===== config.mk =====
export PLATFORM = sky130hd
export DESIGN_NAME = linear_fade_gain_ramp_top_flat
export DESIGN_NICKNAME = d
export VERILOG_FILES = /design/src/sv/lfgr_pkg.sv /design/src/sv/lfgr_if.sv /design/src/sv/lfgr_ctrl.sv /design/src/sv/lfgr_dp.sv /design/src/sv/linear_fade_gain_ramp_top.sv /design/src/flat_wrapper.sv
export SDC_FILE = /design/constraint.sdc
export NUM_CORES = 1
export LEC_CHECK = 0
export ABC_AREA = 1
export BUFFER_PORTS_ARGS = -buffer_cell sky130_fd_sc_hd__buf_2
export CORE_MARGIN = 2
export CORE_UTILIZATION = 65
export DETAILED_ROUTE_END_ITERATION = 12
export HOLD_SLACK_MARGIN = 0.03
export PLACE_DENSITY_LB_ADDON = 0.2
export SETUP_SLACK_MARGIN = 0.2
export SKIP_CTS_REPAIR_TIMING = 1
export SLEW_MARGIN = 20
export SYNTH_ARGS = -nofsm -noshare
export SYNTH_HDL_FRONTEND = slang
export SYNTH_SLANG_ARGS = --single-unit

===== constraint.sdc =====
create_clock -name clk -period 10.35 [get_ports clk]
set_input_delay 3.105 -clock clk [delete_from_list [all_inputs] [get_ports clk]]
set_output_delay 3.105 -clock clk [all_outputs]
set_load 0.05 [all_outputs]

===== src/sv/lfgr_pkg.sv =====
// shared types, constants and register codes for the linear fade gain ramp
`timescale 1ns / 1ps

package lfgr_pkg;

    // defaults for the top level parameters
    localparam int DEF_MAX_SAMPLES = 65536;
    localparam int DEF_SAMPLE_BITS = 16;

    // gain and window field widths
    localparam int GAIN_W     = 16;
    localparam int BOUND_W    = 16;
    localparam int GAIN_MAX   = 32768;
    localparam int FRAC_EXTRA = 16;

    // accumulator in Q2.30, step signed Q2.30
    localparam int ACC_W = GAIN_W + FRAC_EXTRA;
    localparam int INC_W = ACC_W + 1;

    // gain step divider: one quotient bit per cycle
    localparam int DVSR_W    = BOUND_W + 1;
    localparam int DIV_STEPS = ACC_W;
    localparam int DIV_CNT_W = $clog2(DIV_STEPS);

    // configuration port
    localparam int CFG_IDX_W  = 3;
    localparam int CFG_DATA_W = 16;

    localparam logic [CFG_IDX_W-1:0] CFG_LOW_GAIN   = 3'd0;
    localparam logic [CFG_IDX_W-1:0] CFG_HIGH_GAIN  = 3'd1;
    localparam logic [CFG_IDX_W-1:0] CFG_FADE_START = 3'd2;
    localparam logic [CFG_IDX_W-1:0] CFG_FADE_END   = 3'd3;
    localparam logic [CFG_IDX_W-1:0] CFG_FADE_OUT   = 3'd4;

    // reset value of the upper gain, unity
    localparam logic [GAIN_W-1:0] HIGH_GAIN_RST = 16'd16384;

    // controller to datapath commands
    typedef struct packed {
        logic load;    // item accepted
        logic first;   // accepted item opens a buffer
        logic step;    // one divider iteration
        logic finish;  // last divider iteration, commit the step
    } lfgr_cmd_t;

    // datapath to controller status
    typedef struct packed {
        logic div_last;
    } lfgr_stat_t;

endpackage


===== src/sv/lfgr_if.sv =====
// stream interfaces for sample items in and out
`timescale 1ns / 1ps

interface lfgr_in_if import lfgr_pkg::*; #(
    parameter int SAMPLE_BITS = DEF_SAMPLE_BITS
) ();
    logic                          valid;
    logic                          ready;
    logic signed [SAMPLE_BITS-1:0] sample_in;
    logic                          buffer_first;

    modport source (output valid, output sample_in, output buffer_first, input ready);
    modport sink   (input valid, input sample_in, input buffer_first, output ready);
endinterface

interface lfgr_out_if import lfgr_pkg::*; #(
    parameter int SAMPLE_BITS = DEF_SAMPLE_BITS
) ();
    logic                          valid;
    logic                          ready;
    logic signed [SAMPLE_BITS-1:0] sample_out;
    logic                          in_fade;

    modport source (output valid, output sample_out, output in_fade, input ready);
    modport sink   (input valid, input sample_out, input in_fade, output ready);
endinterface


===== src/sv/lfgr_ctrl.sv =====
// controller: handshakes, output slot and divider sequencing
`timescale 1ns / 1ps

module lfgr_ctrl import lfgr_pkg::*; (
    input  logic       clk,
    input  logic       rst_n,
    input  logic       in_valid,
    input  logic       in_first,
    output logic       in_ready,
    output logic       out_valid,
    input  logic       out_ready,
    output lfgr_cmd_t  cmd,
    input  lfgr_stat_t stat
);

    localparam logic ST_RUN = 1'b0;
    localparam logic ST_DIV = 1'b1;

    logic state_reg, state_next;
    logic out_valid_reg, out_valid_next;
    logic accept;

    // take an item when running and the output slot frees up
    assign in_ready = (state_reg == ST_RUN) && (!out_valid_reg || out_ready);
    assign accept   = in_valid && in_ready;
    assign out_valid = out_valid_reg;

    // commands
    assign cmd.load   = accept;
    assign cmd.first  = accept && in_first;
    assign cmd.step   = (state_reg == ST_DIV);
    assign cmd.finish = (state_reg == ST_DIV) && stat.div_last;

    // next state
    always_comb
    begin
        state_next = state_reg;
        case (state_reg)
            ST_RUN:
            begin
                if (accept && in_first)
                begin
                    state_next = ST_DIV;
                end
            end
            ST_DIV:
            begin
                if (stat.div_last)
                begin
                    state_next = ST_RUN;
                end
            end
            default: state_next = ST_RUN;
        endcase
    end

    // output slot occupancy
    always_comb
    begin
        out_valid_next = out_valid_reg;
        if (accept)
        begin
            out_valid_next = 1'b1;
        end
        else if (out_ready)
        begin
            out_valid_next = 1'b0;
        end
    end

    always_ff @(posedge clk or negedge rst_n)
    begin
        if (!rst_n)
        begin
            state_reg     <= ST_RUN;
            out_valid_reg <= 1'b0;
        end
        else
        begin
            state_reg     <= state_next;
            out_valid_reg <= out_valid_next;
        end
    end

endmodule


===== src/sv/lfgr_dp.sv =====
// datapath: config registers, index, gain ramp, step divider, multiply and saturate
`timescale 1ns / 1ps

module lfgr_dp import lfgr_pkg::*; #(
    parameter int MAX_SAMPLES = DEF_MAX_SAMPLES,
    parameter int SAMPLE_BITS = DEF_SAMPLE_BITS
) (
    input  logic                          clk,
    input  logic                          rst_n,
    input  logic                          cfg_we,
    input  logic [CFG_IDX_W-1:0]          cfg_index,
    input  logic [CFG_DATA_W-1:0]         cfg_wdata,
    input  logic signed [SAMPLE_BITS-1:0] sample_in,
    input  lfgr_cmd_t                     cmd,
    output lfgr_stat_t                    stat,
    output logic signed [SAMPLE_BITS-1:0] sample_out,
    output logic                          in_fade
);

    localparam int IW = (MAX_SAMPLES > 2) ? $clog2(MAX_SAMPLES) : 1;
    localparam int CW = (IW > BOUND_W) ? IW : BOUND_W;
    localparam int PW = SAMPLE_BITS + GAIN_W + 2;
    localparam int RW = PW - (GAIN_W - 2);

    // configuration registers
    logic [GAIN_W-1:0]  low_gain_reg, high_gain_reg;
    logic [BOUND_W-1:0] fade_start_reg, fade_end_reg;
    logic               fade_out_reg;

    // stream state
    logic [IW-1:0]           idx_reg;
    logic [ACC_W-1:0]        acc_reg;
    logic signed [INC_W-1:0] inc_reg;

    // divider state
    logic [ACC_W-1:0]     dq_reg;
    logic [DVSR_W-1:0]    rem_reg;
    logic [DVSR_W-1:0]    dvsr_reg;
    logic [DIV_CNT_W-1:0] cnt_reg;
    logic                 neg_reg, empty_reg, pend_reg;

    // result register
    logic signed [SAMPLE_BITS-1:0] sample_out_reg;
    logic                          in_fade_reg;

    logic [GAIN_W-1:0]       lo_c, hi_c, gain_start, gain_cur;
    logic                    win_ok, in_win;
    logic [IW-1:0]           cur_idx;
    logic [CW-1:0]           idx_ext;
    logic [ACC_W-1:0]        start_acc;
    logic signed [PW-1:0]    s_ext, g_ext, prod, rnd;
    logic signed [RW-1:0]    scaled, smax, smin;
    logic signed [SAMPLE_BITS-1:0] sat, res;
    logic signed [GAIN_W:0]  diff;
    logic [GAIN_W-1:0]       diff_mag;
    logic [DVSR_W:0]         rem_sh;
    logic                    ge;
    logic [DVSR_W-1:0]       rem_step;
    logic [ACC_W-1:0]        dq_step;
    logic signed [INC_W-1:0] q_ext, inc_new, inc_src;
    logic signed [INC_W:0]   acc_sum;
    logic [ACC_W-1:0]        acc_clamped;

    // gain clamp to 0..2
    assign lo_c = (low_gain_reg > GAIN_W'(GAIN_MAX)) ? GAIN_W'(GAIN_MAX) : low_gain_reg;
    assign hi_c = (high_gain_reg > GAIN_W'(GAIN_MAX)) ? GAIN_W'(GAIN_MAX) : high_gain_reg;
    assign gain_start = fade_out_reg ? hi_c : lo_c;
    assign start_acc  = {gain_start, {FRAC_EXTRA{1'b0}}};

    // window test on the current index
    assign win_ok  = fade_end_reg >= fade_start_reg;
    assign cur_idx = cmd.first ? '0 : idx_reg;
    assign idx_ext = CW'(cur_idx);
    assign in_win  = win_ok && (idx_ext >= CW'(fade_start_reg))
                            && (idx_ext <= CW'(fade_end_reg));

    // sample times gain, round half up, saturate
    assign gain_cur = cmd.first ? gain_start : acc_reg[ACC_W-1 -: GAIN_W];
    assign s_ext  = PW'(sample_in);
    assign g_ext  = $signed(PW'(gain_cur));
    assign prod   = s_ext * g_ext;
    assign rnd    = prod + $signed(PW'(1 << (GAIN_W - 3)));
    assign scaled = rnd[PW-1 -: RW];
    assign smax   = $signed({{(RW-SAMPLE_BITS+1){1'b0}}, {(SAMPLE_BITS-1){1'b1}}});
    assign smin   = $signed({{(RW-SAMPLE_BITS+1){1'b1}}, {(SAMPLE_BITS-1){1'b0}}});

    always_comb
    begin
        if (scaled > smax)
        begin
            sat = smax[SAMPLE_BITS-1:0];
        end
        else if (scaled < smin)
        begin
            sat = smin[SAMPLE_BITS-1:0];
        end
        else
        begin
            sat = scaled[SAMPLE_BITS-1:0];
        end
    end

    assign res = in_win ? sat : sample_in;

    // divider setup values
    assign diff     = $signed({1'b0, hi_c}) - $signed({1'b0, lo_c});
    assign diff_mag = diff[GAIN_W] ? GAIN_W'(-diff) : diff[GAIN_W-1:0];

    // one restoring division step
    assign rem_sh   = {rem_reg, dq_reg[ACC_W-1]};
    assign ge       = rem_sh >= {1'b0, dvsr_reg};
    assign rem_step = ge ? DVSR_W'(rem_sh - {1'b0, dvsr_reg}) : rem_sh[DVSR_W-1:0];
    assign dq_step  = {dq_reg[ACC_W-2:0], ge};

    assign stat.div_last = (cnt_reg == DIV_CNT_W'(DIV_STEPS - 1));

    // signed step from the final quotient
    assign q_ext = $signed({1'b0, dq_step});
    always_comb
    begin
        if (empty_reg)
        begin
            inc_new = '0;
        end
        else if (neg_reg)
        begin
            inc_new = -q_ext;
        end
        else
        begin
            inc_new = q_ext;
        end
    end

    // accumulator advance, clamped to 0..2
    assign inc_src = cmd.finish ? inc_new : inc_reg;
    assign acc_sum = $signed({2'b00, acc_reg}) + $signed({inc_src[INC_W-1], inc_src});

    always_comb
    begin
        if (acc_sum < 0)
        begin
            acc_clamped = '0;
        end
        else if (acc_sum > $signed((INC_W+1)'(1) <<< (ACC_W - 1)))
        begin
            acc_clamped = ACC_W'(1) << (ACC_W - 1);
        end
        else
        begin
            acc_clamped = acc_sum[ACC_W-1:0];
        end
    end

    // configuration writes
    always_ff @(posedge clk or negedge rst_n)
    begin
        if (!rst_n)
        begin
            low_gain_reg   <= '0;
            high_gain_reg  <= HIGH_GAIN_RST;
            fade_start_reg <= '0;
            fade_end_reg   <= '0;
            fade_out_reg   <= 1'b0;
        end
        else if (cfg_we)
        begin
            case (cfg_index)
                CFG_LOW_GAIN:   low_gain_reg   <= cfg_wdata[GAIN_W-1:0];
                CFG_HIGH_GAIN:  high_gain_reg  <= cfg_wdata[GAIN_W-1:0];
                CFG_FADE_START: fade_start_reg <= cfg_wdata[BOUND_W-1:0];
                CFG_FADE_END:   fade_end_reg   <= cfg_wdata[BOUND_W-1:0];
                CFG_FADE_OUT:   fade_out_reg   <= cfg_wdata[0];
                default:        ;
            endcase
        end
    end

    // index, accumulator and step
    always_ff @(posedge clk or negedge rst_n)
    begin
        if (!rst_n)
        begin
            idx_reg  <= '0;
            acc_reg  <= '0;
            inc_reg  <= '0;
            pend_reg <= 1'b0;
        end
        else if (cmd.load)
        begin
            idx_reg <= (cur_idx == IW'(MAX_SAMPLES - 1)) ? '0 : cur_idx + IW'(1);
            if (cmd.first)
            begin
                acc_reg  <= start_acc;
                pend_reg <= in_win;
            end
            else if (in_win)
            begin
                acc_reg <= acc_clamped;
            end
        end
        else if (cmd.finish)
        begin
            inc_reg <= inc_new;
            if (pend_reg)
            begin
                acc_reg <= acc_clamped;
            end
        end
    end

    // gain step divider
    always_ff @(posedge clk)
    begin
        if (cmd.first)
        begin
            dq_reg    <= {diff_mag, {FRAC_EXTRA{1'b0}}};
            rem_reg   <= '0;
            dvsr_reg  <= DVSR_W'({1'b0, fade_end_reg} - {1'b0, fade_start_reg} + DVSR_W'(1));
            cnt_reg   <= '0;
            neg_reg   <= diff[GAIN_W] ^ fade_out_reg;
            empty_reg <= !win_ok;
        end
        else if (cmd.step)
        begin
            dq_reg  <= dq_step;
            rem_reg <= rem_step;
            cnt_reg <= cnt_reg + DIV_CNT_W'(1);
        end
    end

    // result register
    always_ff @(posedge clk)
    begin
        if (cmd.load)
        begin
            sample_out_reg <= res;
            in_fade_reg    <= in_win;
        end
    end

    assign sample_out = sample_out_reg;
    assign in_fade    = in_fade_reg;

endmodule


===== src/sv/linear_fade_gain_ramp_top.sv =====
// top level of the linear fade gain ramp
// a result is offered in the cycle after its item is accepted
// throughput: one item per cycle while no buffer opens and the output is not stalled
// an item that opens a buffer runs the gain step divider, so the next item is
// taken only once the division is done
// reset (rst_n low, asynchronous): gains 0 and unity, window 0..0, fade in,
// index, gain and step cleared, output empty
`timescale 1ns / 1ps

module linear_fade_gain_ramp_top import lfgr_pkg::*; #(
    parameter int MAX_SAMPLES = DEF_MAX_SAMPLES,
    parameter int SAMPLE_BITS = DEF_SAMPLE_BITS
) (
    input  logic                  clk,
    input  logic                  rst_n,
    input  logic                  cfg_we,
    input  logic [CFG_IDX_W-1:0]  cfg_index,
    input  logic [CFG_DATA_W-1:0] cfg_wdata,
    lfgr_in_if.sink               in_ch,
    lfgr_out_if.source            out_ch
);

    lfgr_cmd_t  cmd;
    lfgr_stat_t stat;

    // control
    lfgr_ctrl u_ctrl (
        .clk       (clk),
        .rst_n     (rst_n),
        .in_valid  (in_ch.valid),
        .in_first  (in_ch.buffer_first),
        .in_ready  (in_ch.ready),
        .out_valid (out_ch.valid),
        .out_ready (out_ch.ready),
        .cmd       (cmd),
        .stat      (stat)
    );

    // arithmetic
    lfgr_dp #(
        .MAX_SAMPLES (MAX_SAMPLES),
        .SAMPLE_BITS (SAMPLE_BITS)
    ) u_dp (
        .clk        (clk),
        .rst_n      (rst_n),
        .cfg_we     (cfg_we),
        .cfg_index  (cfg_index),
        .cfg_wdata  (cfg_wdata),
        .sample_in  (in_ch.sample_in),
        .cmd        (cmd),
        .stat       (stat),
        .sample_out (out_ch.sample_out),
        .in_fade    (out_ch.in_fade)
    );

endmodule


===== src/flat_wrapper.sv =====
// flat-port wrapper written by rule: the top's interface ports become plain ports
module linear_fade_gain_ramp_top_flat import lfgr_pkg::*;
#(
    parameter int MAX_SAMPLES = DEF_MAX_SAMPLES,
    parameter int SAMPLE_BITS = DEF_SAMPLE_BITS
)
  (clk, rst_n, cfg_we, cfg_index, cfg_wdata, in_ch_valid, in_ch_sample_in, in_ch_buffer_first, in_ch_ready, out_ch_valid, out_ch_sample_out, out_ch_in_fade, out_ch_ready);
  lfgr_in_if #(.SAMPLE_BITS(SAMPLE_BITS)) in_ch_i ();
  lfgr_out_if #(.SAMPLE_BITS(SAMPLE_BITS)) out_ch_i ();
  input  logic clk;
  input  logic rst_n;
  input  logic cfg_we;
  input  logic [CFG_IDX_W-1:0] cfg_index;
  input  logic [CFG_DATA_W-1:0] cfg_wdata;
  input wire logic [$bits(in_ch_i.valid)-1:0] in_ch_valid;
  input wire logic [$bits(in_ch_i.sample_in)-1:0] in_ch_sample_in;
  input wire logic [$bits(in_ch_i.buffer_first)-1:0] in_ch_buffer_first;
  output wire logic [$bits(in_ch_i.ready)-1:0] in_ch_ready;
  output wire logic [$bits(out_ch_i.valid)-1:0] out_ch_valid;
  output wire logic [$bits(out_ch_i.sample_out)-1:0] out_ch_sample_out;
  output wire logic [$bits(out_ch_i.in_fade)-1:0] out_ch_in_fade;
  input wire logic [$bits(out_ch_i.ready)-1:0] out_ch_ready;
  assign in_ch_i.valid = in_ch_valid;
  assign in_ch_i.sample_in = in_ch_sample_in;
  assign in_ch_i.buffer_first = in_ch_buffer_first;
  assign in_ch_ready = in_ch_i.ready;
  assign out_ch_valid = out_ch_i.valid;
  assign out_ch_sample_out = out_ch_i.sample_out;
  assign out_ch_in_fade = out_ch_i.in_fade;
  assign out_ch_i.ready = out_ch_ready;
  linear_fade_gain_ramp_top #(.MAX_SAMPLES(MAX_SAMPLES), .SAMPLE_BITS(SAMPLE_BITS)) u_core (.clk(clk), .rst_n(rst_n), .cfg_we(cfg_we), .cfg_index(cfg_index), .cfg_wdata(cfg_wdata), .in_ch(in_ch_i), .out_ch(out_ch_i));
endmodule

Word level (Yosys, flattened, before mapping)
Cells that the tools add are included.

Register bits: 239. Bits of input ports: 41.

Add/subtract/negate cells: 10. Multiply operators: 1. Magnitude comparators: 10. Equal/unequal tests: 7. Muxes and demuxes: 28. Bitwise gates (word level): 2. Reduce and logical (&&, ||, !) cells: 21.

Operators by type and width (number): two-way mux 32 bit (9); two-way mux 16 bit (10); two-way mux 33 bit (3); adder 33 x 15 -> 34 bit, second input constant (1); adder 33 x 33 -> 34 bit (1); > comparator 34 x 33 -> 1 bit, second input constant (1); < comparator 34 x 1 -> 1 bit, second input constant (1); subtractor 16 x 16 -> 17 bit (2); multiplier 16 x 17 -> 33 bit (1); negator 32 -> 33 bit (1); >= comparator 16 bit (2); > comparator 16 bit, second input constant (2); > comparator 20 x 16 -> 1 bit, second input constant (1); < comparator 20 x 16 -> 1 bit, second input constant (1); >= comparator 18 x 17 -> 1 bit (1); adder 17 x 1 -> 17 bit, second input constant (1); two-way mux 17 bit (1); subtractor 17 bit (1); adder 16 x 1 -> 16 bit, second input constant (1); == test 16 bit, second input constant (1); <= comparator 16 bit (1); negator 16 bit (1); AND reduction 2 bit (6); nonzero test 2 bit (4); 15 further kinds (25).

Depth between registers and ports, before layout
Gate-level depths: netlist (run 1).

Depth in word-level cells: 12. Mapped depth: 47.

Modules after synthesis
Synthesis (run 1) repeated with hierarchy kept, for this count alone.

Cell total of the unflattened synthesis: 3430. Area total of the unflattened synthesis: 25892.3 µm².

By module, submodules not included: lfgr_dp (times used 1, cells an instance 3412, area each 25768.5 µm², sequential area each 6002.0 µm²); lfgr_ctrl (times used 1, cells an instance 18, area each 123.9 µm², sequential area each 50.0 µm²).

Least setup slack after synthesis (run 1)
No wires, ideal clock.

Path kind: input to register. Start point: input port out_ch_ready. End point: register u_core.u_dp.sample_out_reg[10] (netlist: u_core.u_dp.sample_out[10]) (data pin). Setup time: 0.255 ns. Data arrival time: 9.866 ns. Required time: 10.095 ns. Setup slack: 0.229 ns. Stages: 35. Cells stage by stage: nor2_2 -> nor2_4 -> nand2_4 -> nor2_8 -> inv_2 -> buf_2 -> buf_2 -> a211oi_1 -> a21oi_1 -> inv_1 -> clkbuf_1 -> nand2_1 -> fa_1 -> fa_1 -> inv_1 -> fa_1 -> fa_1 -> fa_1 -> inv_1 -> fa_1 -> inv_1 -> ha_1 -> a21oi_1 -> o21ai_0 -> a21oi_1 -> nor2_1 -> a211oi_1 -> nand2_1 -> nand2_1 -> nand3_1 -> nor2_2 -> nor2_2 -> nor2_4 -> buf_8 -> a21oi_2.

Cells in the longest elaborated chain, start to end: 11. Elaborated cells on any way between the ends: 17. Those cells by class: add/sub (1); mul (1); order compare (4); mux (5); reduce/logical (6).

Ends and longest elaborated chain: from (decl) (RTL line flat_wrapper.sv:22) `input wire logic [$bits(out_ch_i.ready)-1:0] out_ch_ready;`; logical OR 1 bit * (RTL line lfgr_ctrl.sv:24) `assign in_ready = (state_reg == ST_RUN) && (!out_valid_reg || out_ready);`; logical AND 1 bit * (RTL line lfgr_ctrl.sv:24); named net in_ch_ready (RTL line flat_wrapper.sv:18) `output wire logic [$bits(in_ch_i.ready)-1:0] in_ch_ready;`; logical AND 1 bit * (RTL line lfgr_ctrl.sv:25) `assign accept = in_valid && in_ready;`; logical AND 1 bit * (RTL line lfgr_ctrl.sv:30) `assign cmd.first = accept && in_first;`; two-way mux 16 bit (RTL line lfgr_dp.sv:78) `assign gain_cur = cmd.first ? gain_start : acc_reg[ACC_W-1 -: GAIN_W];`; multiplier 16 x 17 -> 33 bit (RTL line lfgr_dp.sv:81) `assign prod = s_ext * g_ext;`; adder 33 x 15 -> 34 bit (RTL line lfgr_dp.sv:82) `assign rnd = prod + $signed(PW'(1 << (GAIN_W - 3)));`; < comparator 20 x 16 -> 1 bit (RTL line lfgr_dp.sv:93) `else if (scaled < smin)`; two-way mux 16 bit (RTL line lfgr_dp.sv:93); two-way mux 16 bit (RTL line lfgr_dp.sv:89) `if (scaled > smax)`; two-way mux 16 bit * (RTL line lfgr_dp.sv:103) `assign res = in_win ? sat : sample_in;`; named net u_core.u_dp.res[10] (RTL line lfgr_dp.sv:53) `logic signed [SAMPLE_BITS-1:0] sat, res;`; to (signal assigned) (RTL line lfgr_dp.sv:237) `sample_out_reg <= res;`; to (decl) (RTL line lfgr_dp.sv:43) `logic signed [SAMPLE_BITS-1:0] sample_out_reg;`.

Mark *: on every way through the listed nets, which the timed path passes. The rest lies on a longest branch. A chain may end at the register's enable or synchronous reset.

Final worst setup path (run 1)
Start point: input port out_ch_ready. End point: register u_core.u_dp.sample_out_reg[3] (netlist: u_core.u_dp.sample_out[3]) (data pin).

Cells in the longest elaborated chain, start to end: 11. Elaborated cells on any way between the ends: 17. Those cells by class: add/sub (1); mul (1); order compare (4); mux (5); reduce/logical (6).

Ends and longest elaborated chain (RTL line): logical OR 1 bit * (lfgr_ctrl.sv:24); logical AND 1 bit * (lfgr_ctrl.sv:24); logical AND 1 bit * (lfgr_ctrl.sv:25); logical AND 1 bit * (lfgr_ctrl.sv:30); two-way mux 16 bit (lfgr_dp.sv:78); multiplier 16 x 17 -> 33 bit (lfgr_dp.sv:81); adder 33 x 15 -> 34 bit (lfgr_dp.sv:82); < comparator 20 x 16 -> 1 bit (lfgr_dp.sv:93); two-way mux 16 bit (lfgr_dp.sv:93); two-way mux 16 bit (lfgr_dp.sv:89); two-way mux 16 bit * (lfgr_dp.sv:103); named net u_core.u_dp.res[3] (lfgr_dp.sv:53).

Marked as above.

==> results of run 1 <==
[worst reg2reg max path: cells and delay by family (launching register included)]
kind            cells  cell delay, ps
buf+inv             7            1610
fa+ha+maj           7            3390
simple gates       10             850
flops               1             640
compound gates      6            1740
[Yosys cell counts (11+ instances only)]
| library cell | number | area share [%] |
|---|---|---|
| a21oi_1 | 200 | 3.9 |
| a21oi_2 | 11 | 0.38 |
| a31oi_1 | 20 | 0.49 |
| a32o_1 | 16 | 0.63 |
| clkbuf_1 | 68 | 1.0 |
| clkinv_1 | 12 | 0.18 |
| dfrtp_1 | 148 | 14 |
| dfxtp_1 | 38 | 3.0 |
| edfxtp_1 | 52 | 6.1 |
| fa_1 | 205 | 16 |
| ha_1 | 255 | 12 |
| inv_1 | 588 | 8.6 |
| nand2_1 | 743 | 11 |
| nand2_2 | 12 | 0.29 |
| nand3_1 | 85 | 1.7 |
| nand4_1 | 36 | 0.88 |
| nor2_1 | 341 | 5.0 |
| nor3_1 | 29 | 0.57 |
| nor4_1 | 16 | 0.39 |
| o21ai_0 | 246 | 4.8 |
| o21ai_1 | 22 | 0.43 |
| xnor2_1 | 27 | 0.92 |
| xor2_1 | 69 | 2.4 |
[worst paths after layout]
check | start | to | slack (ps)
max | out_ch_ready | u_core.u_dp.sample_out[3] | 540
min | u_core.u_dp.inc_reg[11] | u_core.u_dp.inc_reg[11] | 480
max reg2reg | u_core.u_dp.fade_out_reg | u_core.u_dp.sample_out[3] | 1890
min reg2reg | u_core.u_dp.inc_reg[11] | u_core.u_dp.inc_reg[11] | 480
max in group asynchronous | rst_n | u_core.u_dp.idx_reg[9] | 6570
min in group asynchronous | rst_n | u_core.u_dp.inc_reg[9] | 2550
[metal layers]
layer / wire (um) / share of wire (%) / up-vias / global-route usage [%]
li1: - / - / 11000 / -
met1: 32200 / 43 / 11100 / 53.9
met2: 32500 / 44 / 1124 / 57.2
met3: 8040 / 11 / 149 / 8.45
met4: 1850 / 2.5 / 0 / 8.55
met5: 0 / 0 / - / 0
[final cells by class]
class	instances	area share (%)
Inverter	605	8.21
Tap cell	518	2.34
Multi-Input combinational cell	2457	61.3
Sequential cell	239	21.8
Timing Repair Buffer	125	2.93
Clock inverter	16	0.786
Clock buffer	33	2.63
[stage by stage]
step | hold WS [ps] | util (%) | cell area (um^2) | instances | setup TNS, ps
floorplan | 443 | - | 25600 | 3384 | 0
global placement | 455 | 68.8 | 26700 | 3943 | 0
detailed placement | 462 | 68.8 | 26700 | 3943 | -640
CTS | 479 | 71.3 | 27600 | 3992 | 0
global route | 496 | 71.5 | 27700 | 3993 | 0
finish | 477 | 71.5 | 27700 | 3993 | 0
[kinds of logic after synthesis]
group / synth area share (%)
xor gates and xnor gates: 3.29
buffers and inverters: 10.2
adders and majority gates: 28.5
and+or+nand+nor: 21.1
AOI/OAI and AO/OA: 13.2
DFF: 23.7
==> qor.txt, run 1 <==
status: finished clean
Clock H-tree levels: 1
# clock sinks: 239
violation count after the first detailed-route iteration: 2210
boundary pin count: 60
Rows: 72
die height: 202 um
layout cell share with drive strength beyond 1: 7.14%
Syn Area/Cell: 7.56 um^2
crit start category: input port
Vias/cell: 5.86
most frequent CP cell: fa_1
worst slew margin relative to its limit: 29.4%
Synth Warn #: 0
Worst Skew: 14.9 ps
Layout fillers: 3140
Worst-Skew Late Latency: 550 ps
Antenna Cells: 0
largest net degree at the start of global routing: 81
final setup violation count: 0
clock root buffer: clkbuf_16
most common cell after layout, fill and taps aside: nand2_1
DRT Wirelength: 74.6 mm
Reg clk slew, reported paths: 60 ps
dpl hpwl: 60.1 mm
syn nets: 3885
total grt overflow: 0
R2R cell count: 30
Seq cells post-synth: 239
Post-layout nets: 3956
global-route wire length before repair: 121 mm
CP required: 10650 ps
Total GRT Usage: 37.2%
max cap viols: 0
IO Port Bufs: 59
Syn Std Cell Area: 0.0256 mm^2
CTS Buffer Depth: 3
EDFF count, synth: 52
Reg area: 0.00605 mm^2
Placer Congestion: 1.04
number of cells on the critical path: 34
via count: 23400
sequential-to-total area share from yosys stat: 23.7%
setup slack after layout: 541 ps
antenna viol nets, final: 0
Residual DRC: 0
area grow syn2layout: 8.36%
most frequent cells in the layout: nand2_1 (743), inv_1 (588), nor2_1 (339), ha_1 (255), o21ai_0 (246)
Initial Util: 66.0%
vias in the first global route: 23200
Max Slew Vio Count: 0
max reg flops: 33
RSZ-0062 raised after global routing: no
delay-heaviest family, CP: adder cells
hold path depth: 2
Least-Margin Pin Slew: 1060 ps
CP max FO: 10
full die area: 0.0409 mm^2
first drt pass iteration count: 6
CTS Buf Count: 27
final count of hold timing violations: 0
CP Class: in2reg
min Tclk post-route: 9810 ps
Core ar.: 0.0387 mm^2
pre-CTS setup slack: -64.1 ps
Post-synth top flop: dfrtp_1
TritonCTS clock tree: built
die width: 202 um
HP Class: reg2reg
crit path DAT: 10110 ps
Yosys cell types: 63
Post-synth ARST share: 62.3%
synthesized instance count: 3384
multi-input logic area: 0.0170 mm^2
nature of the critical path endpoint: flop
CP max-delay cell: fa_1
Tcrit/Tclk final: 94.8%
CP max stage delay: 590 ps
Buf/Inv on CP: 8
Max Clock Freq: 102 MHz
initial antenna violation count: 0
Avg WL per Cell: 18.7 um
Power of run 1 is not shown: default switching activity piles up to over one toggle a cycle in this logic, so the estimate is an artifact.
==> run 2, diff against run 1 <==
--- a/config.mk
+++ b/config.mk
@@ -6,10 +6,10 @@
 export NUM_CORES = 1
 export LEC_CHECK = 0
 export ABC_AREA = 1
-export BUFFER_PORTS_ARGS = -buffer_cell sky130_fd_sc_hd__buf_2
 export CORE_MARGIN = 2
-export CORE_UTILIZATION = 65
+export CORE_UTILIZATION = 67
 export DETAILED_ROUTE_END_ITERATION = 12
+export DONT_BUFFER_PORTS = 1
 export HOLD_SLACK_MARGIN = 0.03
 export PLACE_DENSITY_LB_ADDON = 0.2
 export SETUP_SLACK_MARGIN = 0.2
==> constraint.sdc (replaced) <==
create_clock -name clk -period 10.35 [get_ports clk]
set_input_delay 3.105 -clock clk [delete_from_list [all_inputs] [get_ports clk]]
set_output_delay 3.105 -clock clk [all_outputs]
set_load 0.1 [all_outputs]
==> run 2 against run 1 <==
  * Sequential share of layout area rose by 0.31 points
  * Fmax increased by 0.40%
  * Clock skew rose by 6.8 ps
  * Critical path depth shrank 1
  * Hold slack worse by 2.6 ps
==> qor.txt, run 2 (synthesis gave the netlist of run 1 again) <==
CTS Buffer Depth: 3
Residual DRC: 0
# clock sinks: 239
CP max-delay cell: fa_1
crit start category: input port
first drt pass iteration count: 6
R2R cell count: 35
CP Class: in2reg
Worst Skew: 21.8 ps
area grow syn2layout: 6.83%
delay-heaviest family, CP: adder cells
most frequent CP cell: fa_1
dpl hpwl: 59.8 mm
Initial Util: 67.9%
hold path depth: 2
hold slack: 474 ps
RSZ-0062 raised after global routing: no
die width: 199 um
die height: 199 um
layout cell share with drive strength beyond 1: 5.44%
Antenna Cells: 0
Worst-Skew Late Latency: 550 ps
clock root buffer: clkbuf_16
initial antenna violation count: 0
Cell Area, Placed: 0.0263 mm^2
Post-layout nets: 3880
via count: 23400
CP startpoint: out_ch_ready
number of cells on the critical path: 33
crit path DAT: 10060 ps
Core ar.: 0.0377 mm^2
Total GRT Usage: 39.3%
boundary pin count: 60
HP Class: reg2reg
max cap viols: 0
most frequent cells in the layout: nand2_1 (742), inv_1 (586), nor2_1 (340), ha_1 (254), o21ai_0 (246)
CTS Buf Count: 27
most common cell after layout, fill and taps aside: nand2_1
CP required: 10640 ps
CP max stage delay: 720 ps
global-route wire length before repair: 122 mm
CP max FO: 17
Buf/Inv on CP: 6
Placer Congestion: 1.00
fin util: 72.5%
min Tclk post-route: 9770 ps
Max Clock Freq: 102 MHz
Max Slew Vio Count: 0
Tcrit/Tclk final: 94.4%
worst slew margin relative to its limit: 31.0%
TritonCTS clock tree: built
antenna viol nets, final: 0
IO Port Bufs: 0
Reg clk slew, reported paths: 60 ps
violation count after the first detailed-route iteration: 2539
nature of the critical path endpoint: flop
worst min-delay path startpoint: u_core.u_dp.rem_reg[15]
fin area: 0.0273 mm^2
full die area: 0.0397 mm^2
Avg WL per Cell: 19.4 um
max reg flops: 33
status: finished clean
total grt overflow: 0
largest net degree at the start of global routing: 150
vias in the first global route: 23200
DRT Wirelength: 75.9 mm
Rows: 71
Least-Margin Pin Slew: 1030 ps
final count of hold timing violations: 0
final setup violation count: 0
Clock H-tree levels: 1
Crit Reg-Reg Startpoint: u_core.u_dp.high_gain_reg[14]
Vias/cell: 5.97
-- run 2: changes by cell type in the layout (fill, tap and decap cells not counted), moves of 3 or more --
| cell | change |
|---|---|
| buf_2 | -58 |
| buf_4 | -17 |
| a21oi_1 | -6 |
| a21oi_2 | +3 |
| a21oi_4 | +3 |
| clkinv_1 | -3 |
| clkinv_2 | +3 |
| inv_6 | +3 |
-- run 2: routing by layer --
layer | wire (um) | global-route usage [%] | share of wire (%) | up-vias
met5 | 0 | 0 | 0 | -
met4 | 2020 | 9.30 | 2.7 | 0
met3 | 8710 | 9.79 | 11 | 174
li1 | - | - | - | 10800
met2 | 33500 | 61.2 | 44 | 1288
met1 | 31700 | 55.3 | 42 | 11100
-- run 2: final cells by class --
type                       instances  area [um^2]
sequential                       239         6050
multi-input combinational       2457        17000
fill                            3038        10300
tap                              511          639
timing repair buffer              49          387
inverter                         605         2280
clock buffer                      35          757
clock inverter                    14          159
-- run 2: per-stage QoR --
| step | setup TNS, ps | instances | setup slack (ps) |
|---|---|---|---|
| final | 0 | 3910 | 580 |
| after floorplan | 0 | 3384 | 201 |
| after global placement | 0 | 3858 | 73.1 |
| after global routing | 0 | 3910 | 195 |
| after detailed placement | -445 | 3858 | -65.0 |
| after CTS | 0 | 3907 | 471 |
-- run 2: path summary, 6_finish.rpt --
kind                            slack (ps)                            end
min in group asynchronous             2240        u_core.u_dp.acc_reg[10]
worst min-delay path                   470        u_core.u_dp.rem_reg[15]
worst max-delay path                   580      u_core.u_dp.sample_out[0]
max in group asynchronous             7740  u_core.u_dp.high_gain_reg[14]
worst min register to register         470        u_core.u_dp.rem_reg[15]
worst max register to register        1910      u_core.u_dp.sample_out[0]
-- run 2: worst register-to-register path: cells and delay by family, from the launching register on --
kind | cells | cell delay (ps)
buffers and inverters | 7 | 1130
AND/OR/NAND/NOR | 13 | 1140
flip-flops | 1 | 550
adder cells (fa/ha/maj) | 7 | 3550
AO/OA/AOI/OAI | 8 | 1820
Power of run 2 is left out for the same reason.
